<file path="config.mk">
export PLATFORM = sky130hd
export DESIGN_NAME = key_event_to_utf8_escape_unit
export DESIGN_NICKNAME = d
export VERILOG_FILES = /design/src/rtl/ke2u_pkg.sv /design/src/rtl/ke2u_front.sv /design/src/rtl/ke2u_queue.sv /design/src/rtl/ke2u_back.sv /design/src/rtl/key_event_to_utf8_escape_unit.sv
export SDC_FILE = /design/constraint.sdc
export NUM_CORES = 1
export LEC_CHECK = 0
export ABC_CLOCK_PERIOD_IN_PS = 7100
export BUFFER_PORTS_ARGS = -buffer_cell sky130_fd_sc_hd__buf_2
export CORE_ASPECT_RATIO = 1.25
export CORE_UTILIZATION = 30
export CTS_BUF_LIST = sky130_fd_sc_hd__clkbuf_4 sky130_fd_sc_hd__clkbuf_8
export DETAILED_ROUTE_END_ITERATION = 6
export PLACE_DENSITY = 0.46
export SKIP_LAST_GASP = 1
export SLEW_MARGIN = 20
export SYNTH_ARGS = -nofsm -noshare
export SYNTH_HDL_FRONTEND = slang
export SYNTH_SLANG_ARGS = --single-unit
</file>
<file path="constraint.sdc">
create_clock -name clock -period 7.1 [get_ports clock]
set_input_delay 0.355 -clock clock [delete_from_list [all_inputs] [get_ports clock]]
set_output_delay 0.355 -clock clock [all_outputs]
set_load 0.1 [all_outputs]
</file>
<file path="src/rtl/ke2u_pkg.sv">
package ke2u_pkg;

   // Virtual key codes
   localparam logic [7:0] KeyPageUp   = 8'h21;
   localparam logic [7:0] KeyPageDown = 8'h22;
   localparam logic [7:0] KeyEnd      = 8'h23;
   localparam logic [7:0] KeyHome     = 8'h24;
   localparam logic [7:0] KeyLeft     = 8'h25;
   localparam logic [7:0] KeyUp       = 8'h26;
   localparam logic [7:0] KeyRight    = 8'h27;
   localparam logic [7:0] KeyDown     = 8'h28;
   localparam logic [7:0] KeyDelete   = 8'h2E;
   localparam logic [7:0] KeyImeProc  = 8'hE5;

   localparam logic [7:0] EscByte     = 8'h1B;
   localparam logic [7:0] BracketByte = 8'h5B;  // '['
   localparam logic [7:0] TildeByte   = 8'h7E;  // '~'

   localparam logic [15:0] HighSurFirst = 16'hD800;
   localparam logic [15:0] HighSurLast  = 16'hDBFF;
   localparam logic [15:0] LowSurFirst  = 16'hDC00;
   localparam logic [15:0] LowSurLast   = 16'hDFFF;
   localparam logic [20:0] SuppBase     = 21'h10000;

   localparam logic [7:0] ContMark  = 8'h80;
   localparam logic [7:0] Lead2Mark = 8'hC0;
   localparam logic [7:0] Lead3Mark = 8'hE0;
   localparam logic [7:0] Lead4Mark = 8'hF0;

   localparam int QueueDepth     = 2;
   localparam int QueueAddrWidth = (QueueDepth > 1) ? $clog2(QueueDepth) : 1;
   localparam int QueueCntWidth  = $clog2(QueueDepth + 1);

   typedef struct packed {
      logic        is_key_event;
      logic        key_down;
      logic [7:0]  key_code;
      logic [15:0] code_unit;
   } req_type;

   typedef struct packed {
      logic [7:0] out_byte;
      logic       last_byte;
   } rsp_type;

   // One event's byte sequence: bytes[0] goes out first
   typedef struct packed {
      logic [3:0][7:0] bytes;
      logic [1:0]      last_idx;
   } entry_type;

   typedef struct packed {
      logic full;
      logic empty;
   } q_status_type;

   typedef struct packed {
      logic      hit;
      entry_type seq;
   } esc_type;

   function automatic entry_type encode_cp(input logic [20:0] cp);
      entry_type e;
      e = '0;
      if (cp < 21'h80) begin
         e.bytes[0] = {1'b0, cp[6:0]};
         e.last_idx = 2'd0;
      end else if (cp < 21'h800) begin
         e.bytes[0] = Lead2Mark | {3'b000, cp[10:6]};
         e.bytes[1] = ContMark  | {2'b00, cp[5:0]};
         e.last_idx = 2'd1;
      end else if (cp < SuppBase) begin
         e.bytes[0] = Lead3Mark | {4'b0000, cp[15:12]};
         e.bytes[1] = ContMark  | {2'b00, cp[11:6]};
         e.bytes[2] = ContMark  | {2'b00, cp[5:0]};
         e.last_idx = 2'd2;
      end else begin
         e.bytes[0] = Lead4Mark | {5'b00000, cp[20:18]};
         e.bytes[1] = ContMark  | {2'b00, cp[17:12]};
         e.bytes[2] = ContMark  | {2'b00, cp[11:6]};
         e.bytes[3] = ContMark  | {2'b00, cp[5:0]};
         e.last_idx = 2'd3;
      end
      return e;
   endfunction

   function automatic esc_type escape_seq(input logic [7:0] key_code);
      esc_type r;
      r.hit = 1'b1;
      r.seq = '0;
      r.seq.bytes[0] = EscByte;
      r.seq.bytes[1] = BracketByte;
      r.seq.last_idx = 2'd2;
      case (key_code)
         KeyUp:    r.seq.bytes[2] = "A";
         KeyDown:  r.seq.bytes[2] = "B";
         KeyRight: r.seq.bytes[2] = "C";
         KeyLeft:  r.seq.bytes[2] = "D";
         KeyHome:  r.seq.bytes[2] = "H";
         KeyEnd:   r.seq.bytes[2] = "F";
         KeyDelete: begin
            r.seq.bytes[2] = "3";
            r.seq.bytes[3] = TildeByte;
            r.seq.last_idx = 2'd3;
         end
         KeyPageUp: begin
            r.seq.bytes[2] = "5";
            r.seq.bytes[3] = TildeByte;
            r.seq.last_idx = 2'd3;
         end
         KeyPageDown: begin
            r.seq.bytes[2] = "6";
            r.seq.bytes[3] = TildeByte;
            r.seq.last_idx = 2'd3;
         end
         default: r.hit = 1'b0;
      endcase
      return r;
   endfunction

endpackage

</file>
<file path="src/rtl/ke2u_front.sv">
module ke2u_front (
   input  logic                   clock,
   input  logic                   reset,
   input  logic                   req_valid,
   output logic                   req_ready,
   input  ke2u_pkg::req_type      req_payload,
   input  ke2u_pkg::q_status_type q_status,
   output logic                   push,
   output ke2u_pkg::entry_type    push_entry
);

   logic [15:0]       held_ff;
   logic [15:0]       held_in;
   logic              accept;
   logic              active;
   logic              is_high;
   logic              is_low;
   logic [20:0]       cp;
   ke2u_pkg::esc_type esc;

   assign req_ready = !q_status.full;
   assign accept    = req_valid && req_ready;
   assign active    = req_payload.is_key_event && req_payload.key_down &&
                      (req_payload.key_code != ke2u_pkg::KeyImeProc);
   assign is_high   = (req_payload.code_unit >= ke2u_pkg::HighSurFirst) &&
                      (req_payload.code_unit <= ke2u_pkg::HighSurLast);
   assign is_low    = (req_payload.code_unit >= ke2u_pkg::LowSurFirst) &&
                      (req_payload.code_unit <= ke2u_pkg::LowSurLast);
   assign esc       = ke2u_pkg::escape_seq(req_payload.key_code);

   always_comb begin
      held_in    = held_ff;
      push       = 1'b0;
      cp         = {5'd0, req_payload.code_unit};
      if (is_low && (held_ff != 16'd0)) begin
         // pair join: offsets of both halves side by side
         cp = ke2u_pkg::SuppBase + {1'b0, held_ff[9:0], req_payload.code_unit[9:0]};
      end
      push_entry = ke2u_pkg::encode_cp(cp);
      if (accept && active) begin
         if (req_payload.code_unit != 16'd0) begin
            if (is_high) begin
               held_in = req_payload.code_unit;
            end else begin
               held_in = 16'd0;
               push    = 1'b1;
            end
         end else begin
            held_in    = 16'd0;
            push       = esc.hit;
            push_entry = esc.seq;
         end
      end
   end

   always_ff @(posedge clock) begin
      if (reset) begin
         held_ff <= 16'd0;
      end else begin
         held_ff <= held_in;
      end
   end

   a_held_range: assert property (@(posedge clock) disable iff (reset)
      (held_ff == 16'd0) ||
      ((held_ff >= ke2u_pkg::HighSurFirst) && (held_ff <= ke2u_pkg::HighSurLast)))
      else $error("held surrogate out of range");

endmodule

</file>
<file path="src/rtl/ke2u_queue.sv">
module ke2u_queue (
   input  logic                   clock,
   input  logic                   reset,
   input  logic                   push,
   input  ke2u_pkg::entry_type    push_entry,
   input  logic                   pop,
   output ke2u_pkg::entry_type    pop_entry,
   output ke2u_pkg::q_status_type q_status
);

   ke2u_pkg::entry_type                      mem_ff [ke2u_pkg::QueueDepth];
   logic [ke2u_pkg::QueueAddrWidth-1:0]      wr_ptr_ff, wr_ptr_in;
   logic [ke2u_pkg::QueueAddrWidth-1:0]      rd_ptr_ff, rd_ptr_in;
   logic [ke2u_pkg::QueueCntWidth-1:0]       count_ff, count_in;

   localparam logic [ke2u_pkg::QueueAddrWidth-1:0] LastAddr =
      ke2u_pkg::QueueAddrWidth'(ke2u_pkg::QueueDepth - 1);
   localparam logic [ke2u_pkg::QueueCntWidth-1:0] FullCount =
      ke2u_pkg::QueueCntWidth'(ke2u_pkg::QueueDepth);

   assign q_status.full  = (count_ff == FullCount);
   assign q_status.empty = (count_ff == '0);
   assign pop_entry      = mem_ff[rd_ptr_ff];

   always_comb begin
      wr_ptr_in = wr_ptr_ff;
      rd_ptr_in = rd_ptr_ff;
      count_in  = count_ff;
      if (push) begin
         wr_ptr_in = (wr_ptr_ff == LastAddr) ? '0 : wr_ptr_ff + 1'b1;
      end
      if (pop) begin
         rd_ptr_in = (rd_ptr_ff == LastAddr) ? '0 : rd_ptr_ff + 1'b1;
      end
      if (push && !pop) begin
         count_in = count_ff + 1'b1;
      end else if (pop && !push) begin
         count_in = count_ff - 1'b1;
      end
   end

   always_ff @(posedge clock) begin
      if (reset) begin
         wr_ptr_ff <= '0;
         rd_ptr_ff <= '0;
         count_ff  <= '0;
      end else begin
         wr_ptr_ff <= wr_ptr_in;
         rd_ptr_ff <= rd_ptr_in;
         count_ff  <= count_in;
      end
   end

   always_ff @(posedge clock) begin
      if (push) begin
         mem_ff[wr_ptr_ff] <= push_entry;
      end
   end

   a_no_overflow: assert property (@(posedge clock) disable iff (reset)
      push |-> !q_status.full)
      else $error("push into full queue");

   a_no_underflow: assert property (@(posedge clock) disable iff (reset)
      pop |-> !q_status.empty)
      else $error("pop from empty queue");

   a_count_bound: assert property (@(posedge clock) disable iff (reset)
      count_ff <= FullCount)
      else $error("queue count beyond depth");

endmodule

</file>
<file path="src/rtl/ke2u_back.sv">
module ke2u_back (
   input  logic                   clock,
   input  logic                   reset,
   input  ke2u_pkg::q_status_type q_status,
   input  ke2u_pkg::entry_type    pop_entry,
   output logic                   pop,
   output logic                   rsp_valid,
   input  logic                   rsp_ready,
   output ke2u_pkg::rsp_type      rsp_payload
);

   ke2u_pkg::entry_type cur_ff, cur_in;
   logic [1:0]          idx_ff, idx_in;
   logic                busy_ff, busy_in;
   logic                at_last;
   logic                done;

   assign at_last = (idx_ff == cur_ff.last_idx);
   assign done    = busy_ff && rsp_ready && at_last;
   assign pop     = !q_status.empty && (!busy_ff || done);

   assign rsp_valid             = busy_ff;
   assign rsp_payload.out_byte  = cur_ff.bytes[idx_ff];
   assign rsp_payload.last_byte = at_last;

   always_comb begin
      cur_in  = cur_ff;
      idx_in  = idx_ff;
      busy_in = busy_ff;
      if (pop) begin
         cur_in  = pop_entry;
         idx_in  = 2'd0;
         busy_in = 1'b1;
      end else if (done) begin
         busy_in = 1'b0;
      end else if (busy_ff && rsp_ready) begin
         idx_in = idx_ff + 2'd1;
      end
   end

   always_ff @(posedge clock) begin
      if (reset) begin
         busy_ff <= 1'b0;
         idx_ff  <= 2'd0;
      end else begin
         busy_ff <= busy_in;
         idx_ff  <= idx_in;
      end
   end

   always_ff @(posedge clock) begin
      cur_ff <= cur_in;
   end

   a_idx_in_seq: assert property (@(posedge clock) disable iff (reset)
      busy_ff |-> (idx_ff <= cur_ff.last_idx))
      else $error("byte index past end of sequence");

endmodule

</file>
<file path="src/rtl/key_event_to_utf8_escape_unit.sv">
// Keyboard event to UTF-8 / escape sequence unit.
// req channel (req_valid/req_ready/req_payload): one console input event per
//   item. Key-up, non-key and IME process key events are consumed silently.
// rsp channel (rsp_valid/rsp_ready/rsp_payload): one byte per item; last_byte
//   marks the final byte of the bytes an event produced.
// Front end classifies the event, tracks the held high surrogate and builds
//   the whole 1..4 byte sequence in the cycle the event is accepted; the
//   sequence goes into a two-entry queue.
// Back end pulls a sequence and serializes it, one byte per cycle while
//   rsp_ready is high. The accepting edge writes the queue; when the
//   serializer is free it loads the sequence from the queue and raises
//   rsp_valid, so the first byte comes from the serializer register.
// Flow: the single byte-wide serializer holds the back end until the last
//   byte of a sequence is taken; events with no output take no queue entry.
//   The front keeps taking events while the queue has room.
// Stall: if rsp_ready stays low, the byte holds, the queue fills, and
//   req_ready drops once both queue entries are taken.
// Reset: synchronous, active high; clears the held surrogate, empties the
//   queue and drops rsp_valid. No clearing sweep is needed.
module key_event_to_utf8_escape_unit (
   input  logic              clock,
   input  logic              reset,
   input  logic              req_valid,
   output logic              req_ready,
   input  ke2u_pkg::req_type req_payload,
   output logic              rsp_valid,
   input  logic              rsp_ready,
   output ke2u_pkg::rsp_type rsp_payload
);

   ke2u_pkg::q_status_type q_status;
   ke2u_pkg::entry_type    push_entry;
   ke2u_pkg::entry_type    pop_entry;
   logic                   push;
   logic                   pop;

   ke2u_front u_front (
      .clock       (clock),
      .reset       (reset),
      .req_valid   (req_valid),
      .req_ready   (req_ready),
      .req_payload (req_payload),
      .q_status    (q_status),
      .push        (push),
      .push_entry  (push_entry)
   );

   // decouples event intake from byte output
   ke2u_queue u_queue (
      .clock      (clock),
      .reset      (reset),
      .push       (push),
      .push_entry (push_entry),
      .pop        (pop),
      .pop_entry  (pop_entry),
      .q_status   (q_status)
   );

   ke2u_back u_back (
      .clock       (clock),
      .reset       (reset),
      .q_status    (q_status),
      .pop_entry   (pop_entry),
      .pop         (pop),
      .rsp_valid   (rsp_valid),
      .rsp_ready   (rsp_ready),
      .rsp_payload (rsp_payload)
   );

endmodule

</file>
## Word level (Yosys, flattened, before mapping)

Memories as Yosys holds them, arrays and structs flattened. A register that Yosys moved wholly into a read port is not among the register bits.
Index checks and enable logic that the tools add are counted.

| cells by class | value |
|---|---|
| div/mod/pow operators | 0 |
| bitwise operators | 1 |
| multipliers | 0 |
| equal/unequal tests | 12 |
| shift-type cells | 0 |
| $add $sub $neg | 6 |
| $lt $le $gt $ge | 8 |
| reductions and logical operators | 27 |
| multiplexer cells | 28 |

Operator list:

| kind | count |
|---|---|
| 8-bit by 6-bit equality test with 1-bit output (second input constant) | 9 |
| 34-bit two-way mux | 2 |
| 7-bit case mux with 9 select lines | 1 |
| 16-bit two-way mux | 3 |
| 24-bit two-way mux | 2 |
| 16-bit greater-or-equal comparator (second input constant) | 2 |
| 16-bit <= comparator (second input constant) | 2 |
| 16-bit nonzero test | 2 |
| 17-bit by 20-bit adder with 21-bit output (first input constant) | 1 |
| 21-bit by 12-bit less-than comparator with 1-bit output (second input constant) | 1 |
| 21-bit by 17-bit less-than comparator with 1-bit output (second input constant) | 1 |
| 21-bit by 8-bit less-than comparator with 1-bit output (second input constant) | 1 |
| 21-bit two-way mux | 1 |
| 18-bit two-way mux | 1 |
| 8-bit binary-select mux with 2-bit select | 1 |
| 8-bit two-way mux | 2 |
| 1-bit logical AND | 12 |
| 1-bit two-way mux | 11 |
| 10-bit two-way mux | 1 |
| 9-bit OR reduction | 1 |
| 8-bit != test (second input constant) | 1 |
| 7-bit two-way mux | 1 |
| 1-bit zero test | 5 |
| 2-bit by 1-bit adder with 2-bit output (second input constant) | 2 |
| 13 further kinds | 16 |

| storage, ports and cells | value |
|---|---|
| input port bits | 30 |
| bits in latches | 0 |
| memories kept | 1 |
| ROM bits | 0 |
| bits in writable memories | 68 |
| output and inout port bits | 11 |
| logic and storage cells | 89 |
| register bits | 23 |

Memories:

| memory | words | width | read ports | clocked after Yosys merged registers in | wr ports | RTL line | text |
|---|---|---|---|---|---|---|---|
| u_queue.mem_ff | 2 | 34 | 1 | 1 | 1 | ke2u_queue.sv:11 | `ke2u_pkg::entry_type mem_ff [ke2u_pkg::QueueDepth];` |

## Longest topological paths before layout

| logic depth | value |
|---|---|
| depth after elaboration | 10 |
| gate-level depth with buffers | 10 |
| mapped depth without buffers | 9 |

## Hierarchy

From an unflattened synthesis, not the netlist that was laid out.

| second synthesis, totals | value |
|---|---|
| cell total of the unflattened synthesis | 427 |
| area total of the unflattened synthesis | 5799.3 µm² |

By module, submodules not included:

| module | times used | sequential area each (µm²) | cells an instance | area each (µm²) |
|---|---|---|---|---|
| ke2u_queue | 1 | 2142.1 | 128 | 2660.1 |
| ke2u_front | 1 | 320.3 | 232 | 1687.9 |
| ke2u_back | 1 | 1081.0 | 67 | 1451.4 |

## Worst setup path before layout

OpenSTA, ideal clock, no wires.

| timing | value |
|---|---|
| path type | reg-to-reg |
| start | register u_queue.count_ff[0] in the netlist's numbering |
| end | memory u_queue.mem_ff[0][0] in the netlist's numbering, enable pin |
| clock period less this slack | 4.032 ns |
| arrival time | 3.605 ns |
| stages on the path, launching flop included | 6 |
| path buffers | 0 |
| library setup time | 0.427 ns |
| required time | 6.673 ns |
| path slack | 3.068 ns |
| path through | dfxtp_1 -> nand2b_1 -> and3_1 -> nand3_2 -> a311oi_1 -> nor2b_1 |

| between the ends | value |
|---|---|
| longest elaborated chain between the ends | 7 |

RTL lines:

| item | RTL line | text |
|---|---|---|
| start, declared | ke2u_queue.sv:14 | `logic [ke2u_pkg::QueueCntWidth-1:0] count_ff, count_in;` |
| start signal, assigned | ke2u_queue.sv:50 | `count_ff <= count_in;` |
| 2-bit equality test | ke2u_queue.sv:21 | `assign q_status.full = (count_ff == FullCount);` |
| 1-bit zero test | ke2u_front.sv:21 | `assign req_ready = !q_status.full;` |
| net req_ready | key_event_to_utf8_escape_unit.sv:24 | `output logic req_ready,` |
| 1-bit logical AND | ke2u_front.sv:22 | `assign accept = req_valid && req_ready;` |
| 1-bit logical AND | ke2u_front.sv:40 | `if (accept && active) begin` |
| 1-bit two-way mux | ke2u_front.sv:40 |  |
| net push | key_event_to_utf8_escape_unit.sv:34 | `logic push;` |
| 1-bit two-way mux | ke2u_queue.sv:55 | `if (push) begin` |
| 1-bit two-way mux (implied by the code) | ke2u_queue.sv:56 | `mem_ff[wr_ptr_ff] <= push_entry;` |
| end, declared | ke2u_queue.sv:11 |  |

The timed path passes the listed nets, and every way through them passes these cells.

## Worst setup path in the final report

| timing | value |
|---|---|
| start | register u_queue.count_ff[0] in the netlist's numbering |
| end | memory u_queue.mem_ff[0][14] in the netlist's numbering, enable pin |

| between the ends | value |
|---|---|
| longest elaborated chain between the ends | 7 |

RTL lines:

| item | RTL line |
|---|---|
| 2-bit equality test | ke2u_queue.sv:21 |
| 1-bit zero test | ke2u_front.sv:21 |
| 1-bit logical AND | ke2u_front.sv:22 |
| 1-bit logical AND | ke2u_front.sv:40 |
| 1-bit two-way mux | ke2u_front.sv:40 |
| net push | key_event_to_utf8_escape_unit.sv:34 |
| 1-bit two-way mux | ke2u_queue.sv:55 |
| 1-bit two-way mux (implied by the code) | ke2u_queue.sv:56 |

The timed path passes the listed nets, and every way through them passes these cells.

==> flow_metrics.py <==
metrics = {
    "worst_hold_path": {
        "hold_path_class": "in -> reg",
    },
    "routing": {
        "drt_pre_antenna_iters": 4,
        "post_drt_via_cell_ratio": 4.96,
        "antenna_violating_nets_post_route": 0,
        "number_of_drc_violations_after_detailed_routing": 0,
        "routed_wl_per_cell_um": 17.9,
        "routed_wirelength_mm": 12.5,
        "detail_route.iter0.violations": 215,
        "via_count": 3463,
    },
    "floorplan": {
        "die_y_extent_um": 154,
        "row_count": 55,
        "floorplan.initialDensity_pct": 30.7,
        "design.core.area_mm2": 0.0181,
        "design.portCount": 41,
        "dieArea_mm2": 0.0191,
        "die-width_um": 124,
    },
    "global_route": {
        "grt_antenna_before_repair": 0,
        "wire_length_of_the_first_global_routing_pass_mm": 20.0,
        "globalRouteOverflowTotal": 0,
        "grt_pass1_vias": 3596,
        "grt_start_max_net_pins": 38,
        "grt_use_total_pct": 14.2,
    },
    "sta": {
        "final-setup-viol-count": 0,
        "slew_headroom_pct": 41.0,
        "final.period_utilization_pct": 42.7,
        "max_slew.worst_pin.slew_ns": 0.881,
        "final_period_minus_worst_setup_slack_ns": 3.03,
        "grt_setup_unrepaired": "false",
        "setup_total_negative_slack_ns": 0,
        "finalHoldViolCount": 0,
        "timing.clock.skew_ns": 0.0111,
        "timing_limited_maximum_frequency_mhz": 330,
        "number_of_pins_exceeding_their_max_slew_limit_in_the_final_report": 0,
    },
    "setup_path": {
        "ff2ff_setup_slack_ns": 4.07,
        "startpoint": "u_queue.count_ff[0]",
        "cp-end-kind": "flip-flop",
        "crit_fanout": 33,
        "cp_num_cells": 6,
        "r2r_depth": 6,
        "cp.buffers_inverters": 1,
        "crit_family": "simple AND/OR/NAND/NOR gates",
        "endpoint": "u_queue.mem_ff[0][14]",
        "worst-setup-path-type": "reg -> reg",
        "path_cells": "nand2b_1 > and3_1 > nand3_2 > a311oi_1 > nor2b_2 > buf_4",
        "timing.rr.start": "u_queue.count_ff[0]",
        "r2r-end": "u_queue.mem_ff[0][14]",
        "category_of_the_worst_setup_path_launch_point": "flip-flop",
        "critical-path-max-stage-delay_ns": 0.74,
        "timing.critical_path.required_ns": 7.16,
        "critical_path.slowest_cell": "a311oi_1",
        "arrival_ns": 3.09,
    },
    "synth": {
        "mappedNetlistNets": 446,
        "syn-mean-instance-area_um2": 13.5,
        "synth.yosys.seq_area_share_pct": 61.7,
        "synth_register_bits": 122,
        "synthDistinctLibCells": 64,
        "synth-edff-count": 99,
        "post_synth_instance_area_mm2": 0.00556,
        "synth_warnings": 0,
        "synthCells": 413,
        "synth_flop_cell": "edfxtp_1",
        "ys_async_sr_fraction_pct": 0,
    },
    "clock_network": {
        "hold_buffers": 0,
        "tritoncts_clock_tree": "yes",
        "cts.repair_timing.setup_buffer_count": 0,
        "post_cts.resized_instances": 0,
        "clock-root-buffer": "clkbuf_8",
        "tritoncts.num_buffers": 17,
        "ctsHtreeMaxLevel": 4,
        "cts.clk_slew.worst_paths_ns": 0.07,
        "clockBufferDepth": 2,
        "clock_sinks": 122,
        "clock_latency_ns": 0.42,
    },
    "power_and_ir_drop": {
        "power.leakage_nw": 2.31,
        "power-per-cell-area_mw_per_mm2": 327,
        "peak_vdd_ir_uv": 124,
    },
    "placement": {
        "placed_area_mm2": 0.00600,
        "dp_hpwl_mm": 8.69,
        "routabilityCongestion": 0.894,
        "numPortBuffers": 40,
    },
    "cells_and_area": {
        "area_delta_synth_final_pct": 14.8,
        "n_antenna_cell": 0,
        "layout_commonest_cell": "edfxtp_1",
        "drive_above_1_share_pct": 28.9,
        "final_cell_area_excluding_filler_cells_mm2": 0.00638,
        "finish.net_count": 490,
        "mostFrequentLayoutCells": "99 x edfxtp_1, 40 x buf_2, 36 x nor2_1, 33 x mux2_2, 24 x nand2_1",
    },
    "status": {
        "outcome": "complete, no violations",
    },
    "flow_run": {
        "drv_cap": 0,
    },
}
## through the flow
| step | worst slack (ns) | cells | power [mW] | hold slack (ns) | util (%) |
|---|---|---|---|---|---|
| floorplan | 3.07 | 413 | 1.42 | 0.465 | - |
| global placement | 4.00 | 666 | 1.53 | 0.485 | 33.1 |
| detailed placement | 3.89 | 666 | 1.54 | 0.491 | 33.1 |
| CTS | 4.01 | 698 | 2.12 | 0.224 | 35.3 |
| global route | 3.78 | 698 | 2.20 | 0.250 | 35.3 |
| finish | 4.07 | 698 | 2.09 | 0.251 | 35.3 |
## state kept, by name (all words and copies together) (netlist names)
register,cells
u_queue.count_ff,2
u_back.rsp_valid,1
u_back.cur_ff,33
u_front.held_ff,16
u_queue.wr_ptr_ff,1
u_queue.mem_ff,66
u_back.idx_ff,2
u_queue.rd_ptr_ff,1
## cells in the mapped netlist, drive strengths merged, types with 2 or more instances
| cell type | count | share of area (%) |
|---|---|---|
| a211oi | 3 | 0.41 |
| a21o | 5 | 0.68 |
| a21oi | 16 | 1.4 |
| a221o | 2 | 0.36 |
| a2bb2oi | 2 | 0.63 |
| a31oi | 7 | 0.79 |
| and3 | 3 | 0.34 |
| and3b | 4 | 0.63 |
| buf | 9 | 0.99 |
| clkbuf | 10 | 0.70 |
| dfxtp | 23 | 8.3 |
| edfxtp | 99 | 53 |
| ha | 3 | 0.68 |
| inv | 12 | 0.81 |
| mux2 | 33 | 6.7 |
| mux2i | 13 | 2.3 |
| mux4 | 7 | 2.8 |
| nand2 | 26 | 1.8 |
| nand2b | 5 | 0.56 |
| nand3 | 17 | 1.6 |
| nand4 | 5 | 0.83 |
| nor2 | 39 | 3.0 |
| nor2b | 4 | 0.59 |
| nor3 | 8 | 0.72 |
| nor3b | 3 | 0.41 |
| nor4 | 5 | 0.56 |
| nor4b | 2 | 0.86 |
| o211ai | 4 | 0.54 |
| o21a | 2 | 0.27 |
| o21ai | 12 | 1.1 |
| o21bai | 2 | 0.27 |
| or2 | 2 | 0.23 |
| or4 | 2 | 0.34 |
| xnor2 | 5 | 0.79 |
| xor2 | 5 | 0.79 |
## layer usage
layer	global-route usage [%]	routed length, um	part of all wire (%)
met3	3.28	402	3.2
met2	23.5	6320	51
met1	17.6	5490	44
met4	6.02	293	2.3
met5	0	0	0
## worst min-delay path by stage
stage,start,to,depth (start not counted)
finish,reset,u_queue.wr_ptr_ff,2
global route,reset,u_back.rsp_valid,2
CTS,reset,u_queue.rd_ptr_ff,2
detailed placement,u_front.held_ff[14],u_front.held_ff[14],2
global placement,u_front.held_ff[14],u_front.held_ff[14],2
floorplan,u_front.held_ff[14],u_front.held_ff[14],2
## report_power, final
group          internal [mW]  switching [mW]
clock                  0.312           0.268
sequential             0.914          0.0424
combinational          0.153           0.399
## cell type report
cell class	count	area [um2]
inverter	12	45.0
fill	1777	11700
sequential	122	3430
tap	228	285
multi-input combinational	260	2010
timing repair buffer	44	230
clock buffer	22	290
clock inverter	10	95.1
## cell families (layout without fill, tap and decap cells)
| logic type | count (synthesis) | after routing | synth area share [%] |
|---|---|---|---|
| AND/OR/NAND/NOR | 128 | 128 | 13.1 |
| flip-flops | 122 | 122 | 61.7 |
| AO/OA/AOI/OAI | 66 | 66 | 8.53 |
| multiplexers | 53 | 53 | 11.9 |
| buffers and inverters | 31 | 88 | 2.50 |
| XOR/XNOR | 10 | 10 | 1.58 |
| adder cells (fa/ha/maj) | 3 | 3 | 0.675 |
No activity file was read; power rests on OpenSTA's default activity.
